<file path="src/rtl/tree_lca_binary_lifting_defines.svh">
// Assertion macros for the tree_lca_binary_lifting RTL, used by tlb_control.
// No dependencies; expects signals named clock and reset in the using scope.
`ifndef TREE_LCA_BINARY_LIFTING_DEFINES_SVH
`define TREE_LCA_BINARY_LIFTING_DEFINES_SVH
`ifndef SYNTH
`define TLB_ASSERT(lbl, prop) \
   lbl: assert property (@(posedge clock) disable iff (reset) prop) \
      else $error("tree_lca_binary_lifting assertion failed");
`define TLB_ASSERT_NR(lbl, prop) \
   lbl: assert property (@(posedge clock) prop) \
      else $error("tree_lca_binary_lifting assertion failed");
`else
`define TLB_ASSERT(lbl, prop)
`define TLB_ASSERT_NR(lbl, prop)
`endif
`endif

</file>
<file path="src/rtl/tlb_pkg.sv">
// Shared types and constants for the binary lifting LCA block.
// No dependencies.
package tlb_pkg;

   localparam int NODES_DEF  = 1024;
   localparam int LEVELS_DEF = 10;
   localparam int FIELD_W    = 10;
   localparam int CMD_K_W    = 4;
   localparam int CMD_V_W    = 16;

   localparam logic REQ_LOAD  = 1'b0;
   localparam logic REQ_QUERY = 1'b1;

   typedef logic [4:0] dp_op_type;
   localparam dp_op_type OP_NONE  = 5'd0;
   localparam dp_op_type OP_CLEAR = 5'd1;
   localparam dp_op_type OP_CAPT  = 5'd2;
   localparam dp_op_type OP_LOAD  = 5'd3;
   localparam dp_op_type OP_BRD1  = 5'd4;
   localparam dp_op_type OP_BRD2  = 5'd5;
   localparam dp_op_type OP_BWR   = 5'd6;
   localparam dp_op_type OP_DINIT = 5'd7;
   localparam dp_op_type OP_DRD   = 5'd8;
   localparam dp_op_type OP_DSTEP = 5'd9;
   localparam dp_op_type OP_DWR   = 5'd10;
   localparam dp_op_type OP_QDRD  = 5'd11;
   localparam dp_op_type OP_QSWAP = 5'd12;
   localparam dp_op_type OP_LRD   = 5'd13;
   localparam dp_op_type OP_LIFT  = 5'd14;
   localparam dp_op_type OP_PRD   = 5'd15;
   localparam dp_op_type OP_PSTEP = 5'd16;
   localparam dp_op_type OP_FRD   = 5'd17;
   localparam dp_op_type OP_FIN   = 5'd18;
   localparam dp_op_type OP_EMIT  = 5'd19;

   typedef struct packed {
      dp_op_type          op;
      logic [CMD_K_W-1:0] k;
      logic [CMD_V_W-1:0] v;
   } dp_cmd_type;

   typedef struct packed {
      logic load_ok;
      logic a_eq_b;
   } dp_status_type;

endpackage

</file>
<file path="src/rtl/tlb_control.sv">
// Controller of the LCA block: clear, load, rebuild and query sequencing.
// Depends on tlb_pkg and tree_lca_binary_lifting_defines.svh.
`include "tree_lca_binary_lifting_defines.svh"
module tlb_control #(
   parameter int NODES  = tlb_pkg::NODES_DEF,
   parameter int LEVELS = tlb_pkg::LEVELS_DEF
) (
   input  logic                   clock,
   input  logic                   reset,
   input  logic                   req_tvalid,
   output logic                   req_tready,
   input  logic                   req_tuser,
   output logic                   rsp_tvalid,
   input  logic                   rsp_tready,
   output tlb_pkg::dp_cmd_type    cmd,
   input  tlb_pkg::dp_status_type status
);
   localparam int NW = $clog2(NODES);
   localparam int KW = tlb_pkg::CMD_K_W;
   localparam int VW = tlb_pkg::CMD_V_W;

   localparam logic [4:0] S_CLEAR = 5'd0;
   localparam logic [4:0] S_IDLE  = 5'd1;
   localparam logic [4:0] S_LOAD  = 5'd2;
   localparam logic [4:0] S_BRD1  = 5'd3;
   localparam logic [4:0] S_BRD2  = 5'd4;
   localparam logic [4:0] S_BWR   = 5'd5;
   localparam logic [4:0] S_DINIT = 5'd6;
   localparam logic [4:0] S_DRD   = 5'd7;
   localparam logic [4:0] S_DSTEP = 5'd8;
   localparam logic [4:0] S_DWR   = 5'd9;
   localparam logic [4:0] S_QDRD  = 5'd10;
   localparam logic [4:0] S_QSWAP = 5'd11;
   localparam logic [4:0] S_LRD   = 5'd12;
   localparam logic [4:0] S_LIFT  = 5'd13;
   localparam logic [4:0] S_PCHK  = 5'd14;
   localparam logic [4:0] S_PRD   = 5'd15;
   localparam logic [4:0] S_PSTEP = 5'd16;
   localparam logic [4:0] S_FRD   = 5'd17;
   localparam logic [4:0] S_FIN   = 5'd18;
   localparam logic [4:0] S_EMIT  = 5'd19;

   localparam logic [KW-1:0] K_TOP  = KW'(LEVELS - 1);
   localparam logic [NW-1:0] V_LAST = NW'(NODES - 1);

   logic [4:0]    state_ff, state_in;
   logic [KW-1:0] k_ff, k_in;
   logic [NW-1:0] v_ff, v_in;
   logic          stale_ff, stale_in;
   logic          rsp_valid_ff, rsp_valid_in;
   logic          accept, emit_ok;

   assign req_tready = (state_ff == S_IDLE);
   assign accept     = req_tvalid && req_tready;
   assign rsp_tvalid = rsp_valid_ff;
   assign emit_ok    = !rsp_valid_ff || rsp_tready;

   always_comb begin
      state_in     = state_ff;
      k_in         = k_ff;
      v_in         = v_ff;
      stale_in     = stale_ff;
      rsp_valid_in = rsp_valid_ff && !rsp_tready;
      cmd.op       = tlb_pkg::OP_NONE;
      cmd.k        = k_ff;
      cmd.v        = VW'(32'(v_ff));
      unique case (state_ff)
         S_CLEAR: begin
            cmd.op = tlb_pkg::OP_CLEAR;
            v_in   = v_ff + 1'b1;
            if (v_ff == V_LAST) begin
               v_in     = '0;
               state_in = S_IDLE;
            end
         end
         S_IDLE: begin
            if (accept) begin
               cmd.op = tlb_pkg::OP_CAPT;
               v_in   = '0;
               if (req_tuser == tlb_pkg::REQ_LOAD) begin
                  state_in = S_LOAD;
               end else if (!stale_ff) begin
                  state_in = S_QDRD;
               end else if (LEVELS > 1) begin
                  k_in     = KW'(1);
                  state_in = S_BRD1;
               end else begin
                  state_in = S_DINIT;
               end
            end
         end
         S_LOAD: begin
            cmd.op = tlb_pkg::OP_LOAD;
            if (status.load_ok) begin
               stale_in = 1'b1;
            end
            state_in = S_IDLE;
         end
         S_BRD1: begin
            cmd.op   = tlb_pkg::OP_BRD1;
            state_in = S_BRD2;
         end
         S_BRD2: begin
            cmd.op   = tlb_pkg::OP_BRD2;
            state_in = S_BWR;
         end
         S_BWR: begin
            cmd.op   = tlb_pkg::OP_BWR;
            v_in     = v_ff + 1'b1;
            state_in = S_BRD1;
            if (v_ff == V_LAST) begin
               v_in = '0;
               if (k_ff == K_TOP) begin
                  state_in = S_DINIT;
               end else begin
                  k_in = k_ff + 1'b1;
               end
            end
         end
         S_DINIT: begin
            cmd.op   = tlb_pkg::OP_DINIT;
            k_in     = K_TOP;
            state_in = S_DRD;
         end
         S_DRD: begin
            cmd.op   = tlb_pkg::OP_DRD;
            state_in = S_DSTEP;
         end
         S_DSTEP: begin
            cmd.op = tlb_pkg::OP_DSTEP;
            if (k_ff == '0) begin
               state_in = S_DWR;
            end else begin
               k_in     = k_ff - 1'b1;
               state_in = S_DRD;
            end
         end
         S_DWR: begin
            cmd.op = tlb_pkg::OP_DWR;
            v_in   = v_ff + 1'b1;
            state_in = S_DINIT;
            if (v_ff == V_LAST) begin
               v_in     = '0;
               stale_in = 1'b0;
               state_in = S_QDRD;
            end
         end
         S_QDRD: begin
            cmd.op   = tlb_pkg::OP_QDRD;
            state_in = S_QSWAP;
         end
         S_QSWAP: begin
            cmd.op   = tlb_pkg::OP_QSWAP;
            k_in     = K_TOP;
            state_in = S_LRD;
         end
         S_LRD: begin
            cmd.op   = tlb_pkg::OP_LRD;
            state_in = S_LIFT;
         end
         S_LIFT: begin
            cmd.op = tlb_pkg::OP_LIFT;
            if (k_ff == '0) begin
               state_in = S_PCHK;
            end else begin
               k_in     = k_ff - 1'b1;
               state_in = S_LRD;
            end
         end
         S_PCHK: begin
            // equal after leveling: the deeper node sat under the other
            k_in     = K_TOP;
            state_in = status.a_eq_b ? S_EMIT : S_PRD;
         end
         S_PRD: begin
            cmd.op   = tlb_pkg::OP_PRD;
            state_in = S_PSTEP;
         end
         S_PSTEP: begin
            cmd.op = tlb_pkg::OP_PSTEP;
            if (k_ff == '0) begin
               state_in = S_FRD;
            end else begin
               k_in     = k_ff - 1'b1;
               state_in = S_PRD;
            end
         end
         S_FRD: begin
            cmd.op   = tlb_pkg::OP_FRD;
            state_in = S_FIN;
         end
         S_FIN: begin
            cmd.op   = tlb_pkg::OP_FIN;
            state_in = S_EMIT;
         end
         S_EMIT: begin
            if (emit_ok) begin
               cmd.op       = tlb_pkg::OP_EMIT;
               rsp_valid_in = 1'b1;
               state_in     = S_IDLE;
            end
         end
         default: state_in = S_IDLE;
      endcase
   end

   always_ff @(posedge clock) begin
      if (reset) begin
         state_ff     <= S_CLEAR;
         k_ff         <= '0;
         v_ff         <= '0;
         stale_ff     <= 1'b1;
         rsp_valid_ff <= 1'b0;
      end else begin
         state_ff     <= state_in;
         k_ff         <= k_in;
         v_ff         <= v_in;
         stale_ff     <= stale_in;
         rsp_valid_ff <= rsp_valid_in;
      end
   end

   `TLB_ASSERT_NR(a_reset_clears, $past(reset) |-> (state_ff == S_CLEAR && stale_ff))
   `TLB_ASSERT(a_stale_rebuilds,
      (accept && req_tuser == tlb_pkg::REQ_QUERY && stale_ff)
         |=> (state_ff == S_BRD1 || state_ff == S_DINIT))
   `TLB_ASSERT(a_emit_valid, (state_ff == S_EMIT && emit_ok) |=> rsp_valid_ff)
   `TLB_ASSERT(a_build_done, (state_ff == S_DWR && v_ff == V_LAST) |=> !stale_ff)

endmodule

</file>
<file path="config.mk">
export PLATFORM = sky130hd
export DESIGN_NAME = tlb_control
export DESIGN_NICKNAME = d
export VERILOG_FILES = /design/src/rtl/tlb_pkg.sv /design/src/rtl/tlb_control.sv
export VERILOG_INCLUDE_DIRS = /design/src /design/src/rtl
export SDC_FILE = /design/constraint.sdc
export NUM_CORES = 1
export LEC_CHECK = 0
export ABC_AREA = 1
export BUFFER_PORTS_ARGS = -buffer_cell sky130_fd_sc_hd__buf_2
export CAP_MARGIN = 20
export CORE_MARGIN = 4
export CORE_UTILIZATION = 56
export DETAILED_ROUTE_END_ITERATION = 12
export GPL_TIMING_DRIVEN = 0
export PLACE_DENSITY = 0.86
export SLEW_MARGIN = 20
export SYNTH_ARGS = -nofsm -noshare
export SYNTH_HDL_FRONTEND = slang
export SYNTH_SLANG_ARGS = --single-unit
</file>
<file path="constraint.sdc">
create_clock -name clock -period 2.3 [get_ports clock]
set_input_delay 0.345 -clock clock [delete_from_list [all_inputs] [get_ports clock]]
set_output_delay 0.345 -clock clock [all_outputs]
set_load 0.02 [all_outputs]
</file>
==> results of run 1 <==
## path summary, 6_finish.rpt
path                            slack [ns]  cells past startpoint   startpoint        to
worst max register to register        0.17                     15  state_ff[2]   k_ff[3]
worst max-delay path                  0.17                     15  state_ff[2]   k_ff[3]
worst min register to register        0.53                      2      v_ff[1]   v_ff[1]
worst min-delay path                  0.31                      3    status[1]  stale_ff
## final cells by class
| cell class | count | area [um^2] |
|---|---|---|
| Timing Repair Buffer | 28 | 145 |
| Fill cell | 309 | 997 |
| Buffer | 11 | 83.8 |
| Multi-Input combinational cell | 243 | 1220 |
| Clock inverter | 1 | 5.00 |
| Clock buffer | 3 | 22.5 |
| Tap cell | 44 | 55.1 |
| Inverter | 40 | 151 |
| Sequential cell | 21 | 424 |
## metal layers
| metal | global-route usage, % | vias to the layer above | wire length (um) | part of all wire, % |
|---|---|---|---|---|
| li1 | - | 1046 | - | - |
| met1 | 30.8 | 917 | 2060 | 45 |
| met2 | 37.3 | 68 | 2150 | 47 |
| met3 | 4.10 | 2 | 341 | 7.5 |
| met4 | 1.81 | 0 | 13 | 0.29 |
| met5 | 0 | - | 0 | 0 |
## per-stage QoR
step / worst slack [ns] / std cells
6_report: 0.168 / 391
5_1_grt: 0.00949 / 391
4_1_cts: 0.0985 / 389
3_5_place_dp: 0.117 / 385
3_3_place_gp: 0.160 / 385
2_1_floorplan: 0.422 / 315
## report_power, final
part	switching [W]	internal (W)
Sequential	0.00000627	0.000368
Combinational	0.0000338	0.0000200
Clock	0.000115	0.0000650
## sequential cells by signal (all words and copies together) (netlist names)
name and count:
k_ff 4, rsp_tvalid 1, stale_ff 1, state_ff 5, v_ff 10
## cells by family after synthesis
kind of cell    count (synthesis)
compound gates                 31
xor+xnor                        2
fa+ha+maj                       4
buf+inv                        51
flops                          21
other cells                     1
simple gates                  200
## repair_timing
action | 4_1_cts | 5_1_grt
setup buffers | 0 | 2
resized for setup | 0 | 3
endpoints found under the setup margin | 0 | 1
## critical path, stage by stage, from the launching register on
cell	delay [ns]
sky130_fd_sc_hd__dfxtp_2	0.39
sky130_fd_sc_hd__nand2_2	0.11
sky130_fd_sc_hd__clkinv_2	0.14
sky130_fd_sc_hd__nand3_2	0.14
sky130_fd_sc_hd__nand3_2	0.15
sky130_fd_sc_hd__ha_1	0.35
sky130_fd_sc_hd__a21oi_1	0.19
sky130_fd_sc_hd__nand2_1	0.07
sky130_fd_sc_hd__nand2_1	0.06
sky130_fd_sc_hd__nand2_1	0.06
sky130_fd_sc_hd__nand2_1	0.06
sky130_fd_sc_hd__nand2_1	0.05
sky130_fd_sc_hd__nor2_1	0.13
sky130_fd_sc_hd__nand2_1	0.07
sky130_fd_sc_hd__nand2_1	0.05
sky130_fd_sc_hd__nor2_1	0.04
## cells in the final DEF, fill, tap and decap left out, types with 5 or more instances in the layout
cell type                 instances
sky130_fd_sc_hd__nand3_1         30
sky130_fd_sc_hd__conb_1           6
sky130_fd_sc_hd__nand2_2          7
sky130_fd_sc_hd__buf_2           27
sky130_fd_sc_hd__o21ai_0          6
sky130_fd_sc_hd__nor2_1          60
sky130_fd_sc_hd__a21oi_1         11
sky130_fd_sc_hd__inv_2            5
sky130_fd_sc_hd__nand2_1         76
sky130_fd_sc_hd__dfxtp_1         18
sky130_fd_sc_hd__nor2_4           6
sky130_fd_sc_hd__buf_4            9
sky130_fd_sc_hd__inv_1           34
==> impl_results.html, run 1 <==
<table>
<tr><th>Metric</th><th>Value</th></tr>
<tr><th colspan="2">Yosys</th></tr>
<tr><td>Most common library cells after synthesis</td><td>76 x sky130_fd_sc_hd__nand2_1, 60 x sky130_fd_sc_hd__nor2_1, 34 x sky130_fd_sc_hd__inv_1, 30 x sky130_fd_sc_hd__nand3_1, 21 x sky130_fd_sc_hd__dfxtp_1</td></tr>
<tr><td>Post-synthesis mux area share</td><td>0%</td></tr>
<tr><td>FFs w/ async S/R, synth</td><td>0%</td></tr>
<tr><td>Top-area cell type share of the netlist area</td><td>between 20% and 30%</td></tr>
<tr><td>Largest cells by area after synthesis</td><td>sky130_fd_sc_hd__dfxtp_1 23%, sky130_fd_sc_hd__nand2_1 15%, sky130_fd_sc_hd__nor2_1 12%, sky130_fd_sc_hd__nand3_1 8.1%, sky130_fd_sc_hd__inv_1 6.9%</td></tr>
<tr><td>Largest family of logic cells by synthesized area</td><td>simple AND/OR/NAND/NOR gates</td></tr>
<tr><td>Simple-gate share of the synthesized area</td><td>about half</td></tr>
<tr><td>Sequential area share after synthesis</td><td>roughly 23%</td></tr>
<tr><td>Count leader, synth</td><td>sky130_fd_sc_hd__nand2_1</td></tr>
<tr><td>Largest area contributor in the synthesized netlist</td><td>sky130_fd_sc_hd__dfxtp_1</td></tr>
<tr><td>Leading register cell type out of synthesis</td><td>sky130_fd_sc_hd__dfxtp_1</td></tr>
<tr><td>Synth Register Bits</td><td>21</td></tr>
<tr><td>Synth Area in XOR/XNOR</td><td>less than 1%</td></tr>
<tr><td>Number of enable-type register cells in the synthesized netlist</td><td>0</td></tr>
<tr><td>Share of synthesized cell area in full adder, half adder and majority cells</td><td>roughly 3.1%</td></tr>
<tr><td>Syn_area_per_cell</td><td>~6 um^2</td></tr>
<tr><td>Synth Area in Compound Gates</td><td>10.1%</td></tr>
<tr><td>Number of distinct library cells after synthesis</td><td>35</td></tr>
<tr><td>Post-synthesis instance area</td><td>~1900 um^2</td></tr>
<tr><td>Warning count from the yosys run</td><td>0</td></tr>
<tr><td>Synthesized netlist cell count</td><td>310</td></tr>
<tr><th colspan="2">Drt</th></tr>
<tr><td>Vias</td><td>approximately 2000</td></tr>
<tr><td>Post-route antenna net violation count</td><td>0</td></tr>
<tr><td>Number of detailed-routing iterations run before antenna repair</td><td>5</td></tr>
<tr><td>Routed wirelength normalized by instance count</td><td>about 12 um</td></tr>
<tr><td>DR vias/cell</td><td>between 5 and 6</td></tr>
<tr><td>Detailed-route DRC error count</td><td>0</td></tr>
<tr><td>Post-detailed-routing wire length</td><td>between 4000 and 5000 um</td></tr>
<tr><td>Starting DRT DRC Count</td><td>between 100 and 150</td></tr>
<tr><th colspan="2">Die</th></tr>
<tr><td>Std-Cell Core Area</td><td>roughly 3100 um^2</td></tr>
<tr><td>Site Rows</td><td>20</td></tr>
<tr><td>Initial standard-cell utilization of the core</td><td>roughly three fifths</td></tr>
<tr><td>Total die area</td><td>4300 um^2</td></tr>
<tr><td>Number of ports placed on the die boundary</td><td>34</td></tr>
<tr><td>Die boundary width</td><td>roughly 66 um</td></tr>
<tr><td>Die H</td><td>65.6 um</td></tr>
<tr><th colspan="2">STA</th></tr>
<tr><td>Setup repair after global routing missed its margin</td><td>no</td></tr>
<tr><td>Minimum period implied by the final worst setup slack</td><td>around 2.1 ns</td></tr>
<tr><td>Upper clock frequency limit</td><td>469 MHz</td></tr>
<tr><td>Final period util</td><td>approximately 93%</td></tr>
<tr><td>Setup violation total in the final timing report</td><td>0</td></tr>
<tr><td>Setup TNS</td><td>0 ns</td></tr>
<tr><td>Endpoints failing hold</td><td>0</td></tr>
<tr><td>Pins Over Slew Limit</td><td>0</td></tr>
<tr><td>Post-route clock skew</td><td>0.00238 ns</td></tr>
<tr><td>Hold slack</td><td>around 0.31 ns</td></tr>
<tr><th colspan="2">Clocking</th></tr>
<tr><td>Num CTS Buffers</td><td>3</td></tr>
<tr><td>Buffers from clock root to sink, at most</td><td>2</td></tr>
<tr><td>Count of hold-fix buffers inserted at cts</td><td>0</td></tr>
<tr><td>Htree depth</td><td>1</td></tr>
<tr><td>Worst-path clk slew</td><td>approximately 0.12 ns</td></tr>
<tr><td>Clock latency at the later pin of the worst-skew pair</td><td>a little over 0.3 ns</td></tr>
<tr><td>Clock tree from TritonCTS</td><td>yes</td></tr>
<tr><td>Clock sink count</td><td>21</td></tr>
<tr><td>Root buffer cell</td><td>sky130_fd_sc_hd__clkbuf_4</td></tr>
<tr><th colspan="2">Pwr</th></tr>
<tr><td>VDD IR max</td><td>between 0.0003 and 0.0004 V</td></tr>
<tr><td>Static Leak</td><td>between 1 and 1.5 nW</td></tr>
<tr><td>Total power per unit cell area</td><td>roughly 290 nW/um^2</td></tr>
<tr><td>Overall power after layout</td><td>around 0.00061 W</td></tr>
<tr><th colspan="2">Finish</th></tr>
<tr><td>Utilization after layout</td><td>about two thirds</td></tr>
<tr><td>ANT cells</td><td>0</td></tr>
<tr><td>Count of nets after finishing</td><td>359</td></tr>
<tr><td>Layout Area Growth over Synthesis</td><td>13.5%</td></tr>
<tr><td>Finished Cell Area</td><td>around 2100 um^2</td></tr>
<tr><td>Fraction of final layout cells sized beyond drive strength 1</td><td>22.5%</td></tr>
<tr><th colspan="2">Worst setup path</th></tr>
<tr><td>Critical Path RT</td><td>between 2 and 3 ns</td></tr>
<tr><td>Arrival time worst endpoint</td><td>~2.4 ns</td></tr>
<tr><td>Critical path fanouts, max</td><td>6</td></tr>
<tr><td>Startpoint kind of the worst setup timing path</td><td>register</td></tr>
<tr><td>Critical path capture point type</td><td>register</td></tr>
<tr><td>Category of the critical setup timing path</td><td>reg2reg</td></tr>
<tr><th colspan="2">Placement</th></tr>
<tr><td>Post-placement cell area</td><td>between 2000 and 2500 um^2</td></tr>
<tr><td>HPWL after detailed placement</td><td>around 3700 um</td></tr>
<tr><td>Routability Congestion</td><td>0.975</td></tr>
<tr><td>Port buffer count</td><td>26</td></tr>
<tr><th colspan="2">Global routing</th></tr>
<tr><td>GRT Residual Overflow</td><td>0</td></tr>
<tr><td>Initial antenna violation count</td><td>0</td></tr>
<tr><td>Maximum number of pins on one net before global-route repair</td><td>13</td></tr>
<tr><td>Vias in the first global route</td><td>1723</td></tr>
<tr><td>First-pass GRT wire length</td><td>approximately 7700 um</td></tr>
<tr><td>GRT Overall Usage</td><td>between 20% and 30%</td></tr>
<tr><th colspan="2">Outcome</th></tr>
<tr><td>Status</td><td>complete, no violations</td></tr>
<tr><th colspan="2">Run</th></tr>
<tr><td>Max-cap violations</td><td>0</td></tr>
<tr><th colspan="2">Worst hold path</th></tr>
<tr><td>Type of the most critical hold path</td><td>in2reg</td></tr>
</table>
Power figures use the tool's default switching activity.
==> run 2: changes to the inputs <==
- clock period: 2.3 -> 2.25 ns (I/O delays scaled with it)
==> impl_results.html, run 2 (synthesis results as in run 1) <==
<table>
<tr><th>Metric</th><th>Value</th></tr>
<tr><th colspan="2">Global routing</th></tr>
<tr><td>Maximum number of pins on one net before global-route repair</td><td>13</td></tr>
<tr><td>Vias in the first global route</td><td>roughly 1700</td></tr>
<tr><td>GRT Overall Usage</td><td>22.2%</td></tr>
<tr><td>First-pass GRT wire length</td><td>7650 um</td></tr>
<tr><td>Initial antenna violation count</td><td>0</td></tr>
<tr><td>GRT Residual Overflow</td><td>0</td></tr>
<tr><th colspan="2">Worst setup path</th></tr>
<tr><td>Number of cells traversed by the worst register-to-register path</td><td>15</td></tr>
<tr><td>Critical path fanouts, max</td><td>8</td></tr>
<tr><td>Endpoint of the worst-slack reg-to-reg timing path</td><td>k_ff[3]</td></tr>
<tr><td>Critical Path RT</td><td>1.91 ns</td></tr>
<tr><td>FF-to-FF setup slack</td><td>~0.21 ns</td></tr>
<tr><td>Critical path capture point type</td><td>output port</td></tr>
<tr><td>Worst r2r src</td><td>state_ff[2]</td></tr>
<tr><td>Arrival time worst endpoint</td><td>roughly 1.8 ns</td></tr>
<tr><td>Startpoint kind of the worst setup timing path</td><td>register</td></tr>
<tr><td>Category of the critical setup timing path</td><td>reg2out</td></tr>
<tr><th colspan="2">Drt</th></tr>
<tr><td>Post-detailed-routing wire length</td><td>about 4600 um</td></tr>
<tr><td>Starting DRT DRC Count</td><td>between 100 and 150</td></tr>
<tr><td>DR vias/cell</td><td>~5.2</td></tr>
<tr><td>Post-route antenna net violation count</td><td>0</td></tr>
<tr><td>Vias</td><td>between 2000 and 2500</td></tr>
<tr><td>Number of detailed-routing iterations run before antenna repair</td><td>6</td></tr>
<tr><td>Routed wirelength normalized by instance count</td><td>11.7 um</td></tr>
<tr><td>Detailed-route DRC error count</td><td>0</td></tr>
<tr><th colspan="2">STA</th></tr>
<tr><td>Minimum period implied by the final worst setup slack</td><td>approximately 2.1 ns</td></tr>
<tr><td>Post-route clock skew</td><td>approximately 0.0026 ns</td></tr>
<tr><td>Final period util</td><td>between 90% and 100%</td></tr>
<tr><td>Endpoints failing hold</td><td>0</td></tr>
<tr><td>Setup repair after global routing missed its margin</td><td>no</td></tr>
<tr><td>Setup TNS</td><td>0 ns</td></tr>
<tr><td>Setup violation total in the final timing report</td><td>0</td></tr>
<tr><td>Upper clock frequency limit</td><td>roughly 480 MHz</td></tr>
<tr><td>Pins Over Slew Limit</td><td>0</td></tr>
<tr><th colspan="2">Finish</th></tr>
<tr><td>Count of nets after finishing</td><td>between 300 and 400</td></tr>
<tr><td>Highest-count cells in the layout ignoring fill and taps</td><td>76 x sky130_fd_sc_hd__nand2_1, 59 x sky130_fd_sc_hd__nor2_1, 34 x sky130_fd_sc_hd__inv_1</td></tr>
<tr><td>ANT cells</td><td>0</td></tr>
<tr><td>Fraction of final layout cells sized beyond drive strength 1</td><td>23.1%</td></tr>
<tr><td>Finished Cell Area</td><td>2120 um^2</td></tr>
<tr><td>Commonest non-fill, non-tap cell in the layout</td><td>sky130_fd_sc_hd__nand2_1</td></tr>
<tr><td>Layout Area Growth over Synthesis</td><td>14.3%</td></tr>
<tr><td>Largest registers</td><td>v_ff (10), state_ff (5), k_ff (4)</td></tr>
<tr><td>Largest register FFs</td><td>10</td></tr>
<tr><td>Register with the most flip-flops</td><td>v_ff</td></tr>
<tr><th colspan="2">Clocking</th></tr>
<tr><td>Root buffer cell</td><td>sky130_fd_sc_hd__clkbuf_4</td></tr>
<tr><td>Worst-path clk slew</td><td>roughly 0.12 ns</td></tr>
<tr><td>Clock tree from TritonCTS</td><td>yes</td></tr>
<tr><td>Num CTS Buffers</td><td>3</td></tr>
<tr><td>Clock sink count</td><td>21</td></tr>
<tr><td>Htree depth</td><td>1</td></tr>
<tr><td>Buffers from clock root to sink, at most</td><td>2</td></tr>
<tr><td>Count of hold-fix buffers inserted at cts</td><td>0</td></tr>
<tr><td>Clock latency at the later pin of the worst-skew pair</td><td>between 0.3 and 0.4 ns</td></tr>
<tr><th colspan="2">Worst hold path</th></tr>
<tr><td>Worst min-delay path endpoint</td><td>stale_ff</td></tr>
<tr><td>Worst Hold Path Cells</td><td>3</td></tr>
<tr><td>Type of the most critical hold path</td><td>in2reg</td></tr>
<tr><td>Worst min-delay path startpoint</td><td>status[1]</td></tr>
<tr><th colspan="2">Die</th></tr>
<tr><td>Number of ports placed on the die boundary</td><td>34</td></tr>
<tr><td>Die boundary width</td><td>between 60 and 70 um</td></tr>
<tr><td>Std-Cell Core Area</td><td>between 3000 and 4000 um^2</td></tr>
<tr><td>Die H</td><td>65.6 um</td></tr>
<tr><td>Total die area</td><td>around 4300 um^2</td></tr>
<tr><td>Site Rows</td><td>20</td></tr>
<tr><td>Initial standard-cell utilization of the core</td><td>about three fifths</td></tr>
<tr><th colspan="2">Pwr</th></tr>
<tr><td>VDD IR max</td><td>a little over 0.0004 V</td></tr>
<tr><td>Total power per unit cell area</td><td>293 nW/um^2</td></tr>
<tr><td>Static Leak</td><td>approximately 1.1 nW</td></tr>
<tr><th colspan="2">Placement</th></tr>
<tr><td>Post-placement cell area</td><td>roughly 2100 um^2</td></tr>
<tr><td>Port buffer count</td><td>26</td></tr>
<tr><td>Routability Congestion</td><td>0.975</td></tr>
<tr><td>HPWL after detailed placement</td><td>approximately 3700 um</td></tr>
<tr><th colspan="2">Run</th></tr>
<tr><td>Max-cap violations</td><td>0</td></tr>
<tr><th colspan="2">Outcome</th></tr>
<tr><td>Status</td><td>complete, no violations</td></tr>
</table>
==> run 2: cell counts in the layout (fill, tap and decap cells not counted) <==
Identical to the previous run, type by type.
==> run 2: worst max-delay path, cell delays in order, from the launching register on <==
cell                      delay [ns]
sky130_fd_sc_hd__dfxtp_1        0.33
sky130_fd_sc_hd__buf_6          0.13
sky130_fd_sc_hd__nor2_4         0.15
sky130_fd_sc_hd__nand2_2        0.10
sky130_fd_sc_hd__nor2_1         0.20
sky130_fd_sc_hd__inv_1          0.13
sky130_fd_sc_hd__and2_1         0.20
sky130_fd_sc_hd__nand2_1        0.06
sky130_fd_sc_hd__buf_2          0.16
==> run 2: per-layer routing <==
metal | vias up | track usage [%] | wire length (um)
met1 | 917 | 30.8 | 2040
met2 | 70 | 37.3 | 2130
li1 | 1047 | - | -
met5 | - | 0 | 0
met3 | 2 | 4.10 | 381
met4 | 0 | 1.81 | 13
==> run 2: stage by stage <==
stage                     util (%)  power (W)  cells  hold WS [ns]  setup slack, ns
after global routing          68.3   0.000655    391         0.329           0.0359
final                         68.3   0.000622    391         0.299            0.145
after floorplan                  -   0.000429    315         0.496            0.372
after CTS                     67.3   0.000633    389         0.296           0.0485
after global placement        66.4   0.000445    385         0.503            0.110
after detailed placement      66.4   0.000445    385         0.510           0.0670
==> run 2: worst max-delay path by stage <==
stage / startpoint / to / slack, ns / cells past startpoint
after floorplan: state_ff[2] / k_ff[3] / 0.37 / 15
after global placement: state_ff[2] / k_ff[3] / 0.11 / 14
after detailed placement: state_ff[2] / k_ff[3] / 0.07 / 14
after CTS: state_ff[2] / k_ff[3] / 0.05 / 14
after global routing: state_ff[4] / cmd[22] / 0.04 / 8
final: state_ff[4] / cmd[22] / 0.15 / 8
==> run 2: repair_timing <==
item / in CTS / in global routing
buffers inserted: 0 / 2
resized for setup: 0 / 5
hold endpoints to repair: 0 / 0
endpoints found under the setup margin: 0 / 4
==> run 2: cell type report <==
cell class	instances	area (um^2)
multi-input cells	243	1230
plain buffers	11	83.8
repair buffers	28	145
clock inverters	1	5.00
clock buffers	3	22.5
inverters	40	151
flip-flops and latches	21	424
fillers	306	982
well taps	44	55.1
==> run 2: report_power, final <==
part	switching (W)	total [W]	internal [W]
Clock	0.000118	0.000185	0.0000664
Sequential	0.00000632	0.000383	0.000376
Combinational	0.0000345	0.0000550	0.0000205
Total	0.000159	0.000622	0.000463
==> run 3: changes to the inputs <==
- RECOVER_POWER: default -> 50
==> impl_results.html, run 3 (synthesis results as in run 1) <==
<table>
<tr><th>Metric</th><th>Value</th></tr>
<tr><th colspan="2">Outcome</th></tr>
<tr><td>Status</td><td>complete, no violations</td></tr>
<tr><th colspan="2">Drt</th></tr>
<tr><td>Number of detailed-routing iterations run before antenna repair</td><td>5</td></tr>
<tr><td>Vias</td><td>~2000</td></tr>
<tr><td>Detailed-route DRC error count</td><td>0</td></tr>
<tr><td>Post-route antenna net violation count</td><td>0</td></tr>
<tr><td>Post-detailed-routing wire length</td><td>approximately 4600 um</td></tr>
<tr><td>Starting DRT DRC Count</td><td>~110</td></tr>
<tr><td>Routed wirelength normalized by instance count</td><td>11.7 um</td></tr>
<tr><td>DR vias/cell</td><td>5.19</td></tr>
<tr><th colspan="2">Worst setup path</th></tr>
<tr><td>Arrival time worst endpoint</td><td>between 1.5 and 2 ns</td></tr>
<tr><td>Critical path startpoint</td><td>state_ff[4]</td></tr>
<tr><td>Category of the critical setup timing path</td><td>reg2out</td></tr>
<tr><td>Critical path capture point</td><td>cmd[22]</td></tr>
<tr><td>Number of cells traversed by the worst register-to-register path</td><td>15</td></tr>
<tr><td>FF-to-FF setup slack</td><td>about 0.20 ns</td></tr>
<tr><td>Largest stage delay on the critical path</td><td>about 0.33 ns</td></tr>
<tr><td>Endpoint of the worst-slack reg-to-reg timing path</td><td>k_ff[3]</td></tr>
<tr><td>Critical path capture point type</td><td>output port</td></tr>
<tr><td>Critical Path RT</td><td>between 1.5 and 2 ns</td></tr>
<tr><td>Critical path fanouts, max</td><td>8</td></tr>
<tr><td>Master of the slowest instance on the critical path</td><td>sky130_fd_sc_hd__dfxtp_1</td></tr>
<tr><td>Startpoint kind of the worst setup timing path</td><td>register</td></tr>
<tr><td>Worst r2r src</td><td>state_ff[2]</td></tr>
<tr><td>Cells traversed along the worst timing path</td><td>buf_6 -&gt; nor2_4 -&gt; nand2_2 -&gt; nor2_1 -&gt; inv_1 -&gt; and2_1 -&gt; nand2_1 -&gt; buf_2</td></tr>
<tr><th colspan="2">Worst hold path</th></tr>
<tr><td>Type of the most critical hold path</td><td>in2reg</td></tr>
<tr><td>Worst min-delay path startpoint</td><td>status[1]</td></tr>
<tr><th colspan="2">Clocking</th></tr>
<tr><td>Count of hold-fix buffers inserted at cts</td><td>0</td></tr>
<tr><td>Num CTS Buffers</td><td>3</td></tr>
<tr><td>Clock latency at the later pin of the worst-skew pair</td><td>0.31 ns</td></tr>
<tr><td>Root buffer cell</td><td>sky130_fd_sc_hd__clkbuf_4</td></tr>
<tr><td>Htree depth</td><td>1</td></tr>
<tr><td>Buffers from clock root to sink, at most</td><td>2</td></tr>
<tr><td>Clock tree from TritonCTS</td><td>yes</td></tr>
<tr><td>Clock sink count</td><td>21</td></tr>
<tr><td>Worst-path clk slew</td><td>roughly 0.12 ns</td></tr>
<tr><th colspan="2">STA</th></tr>
<tr><td>Upper clock frequency limit</td><td>approximately 480 MHz</td></tr>
<tr><td>Worst path setup slack after routing</td><td>between 0.1 and 0.15 ns</td></tr>
<tr><td>Setup violation total in the final timing report</td><td>0</td></tr>
<tr><td>Pins Over Slew Limit</td><td>0</td></tr>
<tr><td>Post-route clock skew</td><td>roughly 0.0017 ns</td></tr>
<tr><td>Minimum period implied by the final worst setup slack</td><td>between 2 and 2.5 ns</td></tr>
<tr><td>Endpoints failing hold</td><td>0</td></tr>
<tr><td>Setup repair after global routing missed its margin</td><td>no</td></tr>
<tr><td>Final period util</td><td>around 94%</td></tr>
<tr><td>Setup TNS</td><td>0 ns</td></tr>
<tr><th colspan="2">Global routing</th></tr>
<tr><td>GRT Residual Overflow</td><td>0</td></tr>
<tr><td>First-pass GRT wire length</td><td>~7700 um</td></tr>
<tr><td>Initial antenna violation count</td><td>0</td></tr>
<tr><td>Maximum number of pins on one net before global-route repair</td><td>13</td></tr>
<tr><td>Vias in the first global route</td><td>approximately 1700</td></tr>
<tr><td>GRT Overall Usage</td><td>22.2%</td></tr>
<tr><th colspan="2">Finish</th></tr>
<tr><td>Highest-count cells in the layout ignoring fill and taps</td><td>77 x sky130_fd_sc_hd__nand2_1, 59 x sky130_fd_sc_hd__nor2_1, 34 x sky130_fd_sc_hd__inv_1</td></tr>
<tr><td>Count of nets after finishing</td><td>between 300 and 400</td></tr>
<tr><td>Largest registers</td><td>v_ff (10), state_ff (5), k_ff (4)</td></tr>
<tr><td>Register with the most flip-flops</td><td>v_ff</td></tr>
<tr><td>Largest register FFs</td><td>10</td></tr>
<tr><td>ANT cells</td><td>0</td></tr>
<tr><td>Layout Area Growth over Synthesis</td><td>13.1%</td></tr>
<tr><td>Commonest non-fill, non-tap cell in the layout</td><td>sky130_fd_sc_hd__nand2_1</td></tr>
<tr><td>Finished Cell Area</td><td>roughly 2100 um^2</td></tr>
<tr><td>Post-Layout Cell Count</td><td>~390</td></tr>
<tr><td>Fraction of final layout cells sized beyond drive strength 1</td><td>between 10% and 20%</td></tr>
<tr><th colspan="2">Placement</th></tr>
<tr><td>Post-placement cell area</td><td>slightly above 2000 um^2</td></tr>
<tr><td>Routability Congestion</td><td>0.975</td></tr>
<tr><td>Placed Cells incl. Taps</td><td>between 300 and 400</td></tr>
<tr><td>Port buffer count</td><td>26</td></tr>
<tr><td>HPWL after detailed placement</td><td>approximately 3700 um</td></tr>
<tr><td>Post-placement worst setup slack</td><td>between 0.06 and 0.07 ns</td></tr>
<tr><th colspan="2">Pwr</th></tr>
<tr><td>VDD IR max</td><td>roughly 0.00042 V</td></tr>
<tr><td>Static Leak</td><td>a little over 1 nW</td></tr>
<tr><td>Total power per unit cell area</td><td>between 200 and 300 nW/um^2</td></tr>
<tr><td>Overall power after layout</td><td>roughly 0.00062 W</td></tr>
<tr><th colspan="2">Die</th></tr>
<tr><td>Std-Cell Core Area</td><td>roughly 3100 um^2</td></tr>
<tr><td>Site Rows</td><td>20</td></tr>
<tr><td>Total die area</td><td>between 4000 and 5000 um^2</td></tr>
<tr><td>Initial standard-cell utilization of the core</td><td>59.8%</td></tr>
<tr><td>Die H</td><td>65.6 um</td></tr>
<tr><td>Number of ports placed on the die boundary</td><td>34</td></tr>
<tr><td>Die boundary width</td><td>roughly 66 um</td></tr>
<tr><th colspan="2">Run</th></tr>
<tr><td>Max-cap violations</td><td>0</td></tr>
</table>
==> run 3: layout make-up <==
type / count / area, um^2
Clock buffer: 3 / 22.5
Buffer: 11 / 83.8
Sequential cell: 21 / 424
Timing Repair Buffer: 28 / 126
Inverter: 40 / 151
Clock inverter: 1 / 5.00
Fill cell: 316 / 1000
Tap cell: 44 / 55.1
Multi-Input combinational cell: 243 / 1230
==> run 3: how the worst min path moves through the flow <==
| stage | slack (ns) | end | cells after the start |
|---|---|---|---|
| detailed placement | 0.51 | v_ff[1] | 2 |
| CTS | 0.30 | stale_ff | 3 |
| finish | 0.31 | stale_ff | 3 |
| global route | 0.33 | stale_ff | 3 |
| global placement | 0.50 | v_ff[1] | 2 |
| floorplan | 0.50 | stale_ff | 2 |
==> run 3: worst max-delay path: cells and delay by family (launching register included) <==
| family | cells | cell delay, ns |
|---|---|---|
| simple gates | 5 | 0.71 |
| flops | 1 | 0.33 |
| buf+inv | 3 | 0.42 |
==> run 3: per-stage QoR <==
stage          util [%]  hold slack [ns]
2_1_floorplan         -            0.496
3_3_place_gp       66.4            0.503
3_5_place_dp       66.4            0.510
4_1_cts            67.3            0.296
5_1_grt            67.7            0.329
6_report           67.7            0.309
==> run 3: per-layer routing <==
metal  GRT usage (%)  vias up  part of all wire (%)
li1                -     1047                     -
met1            30.8      917                    46
met2            37.3       65                    47
met3            4.10        2                   7.1
met4            1.81        0                  0.28
met5               0        -                     0
==> run 3: what timing repair did <==
item | 4_1_cts | 5_1_grt
setup endpoints to repair | 0 | 4
gates resized for setup | 0 | 5
endpoints found under the hold margin | 0 | 0
setup buffers | 0 | 2
==> run 3: power breakdown <==
group | total (W) | internal [W] | switching (W)
sequential | 0.000383 | 0.000376 | 0.00000638
clock | 0.000183 | 0.0000664 | 0.000117
combinational | 0.0000537 | 0.0000193 | 0.0000345
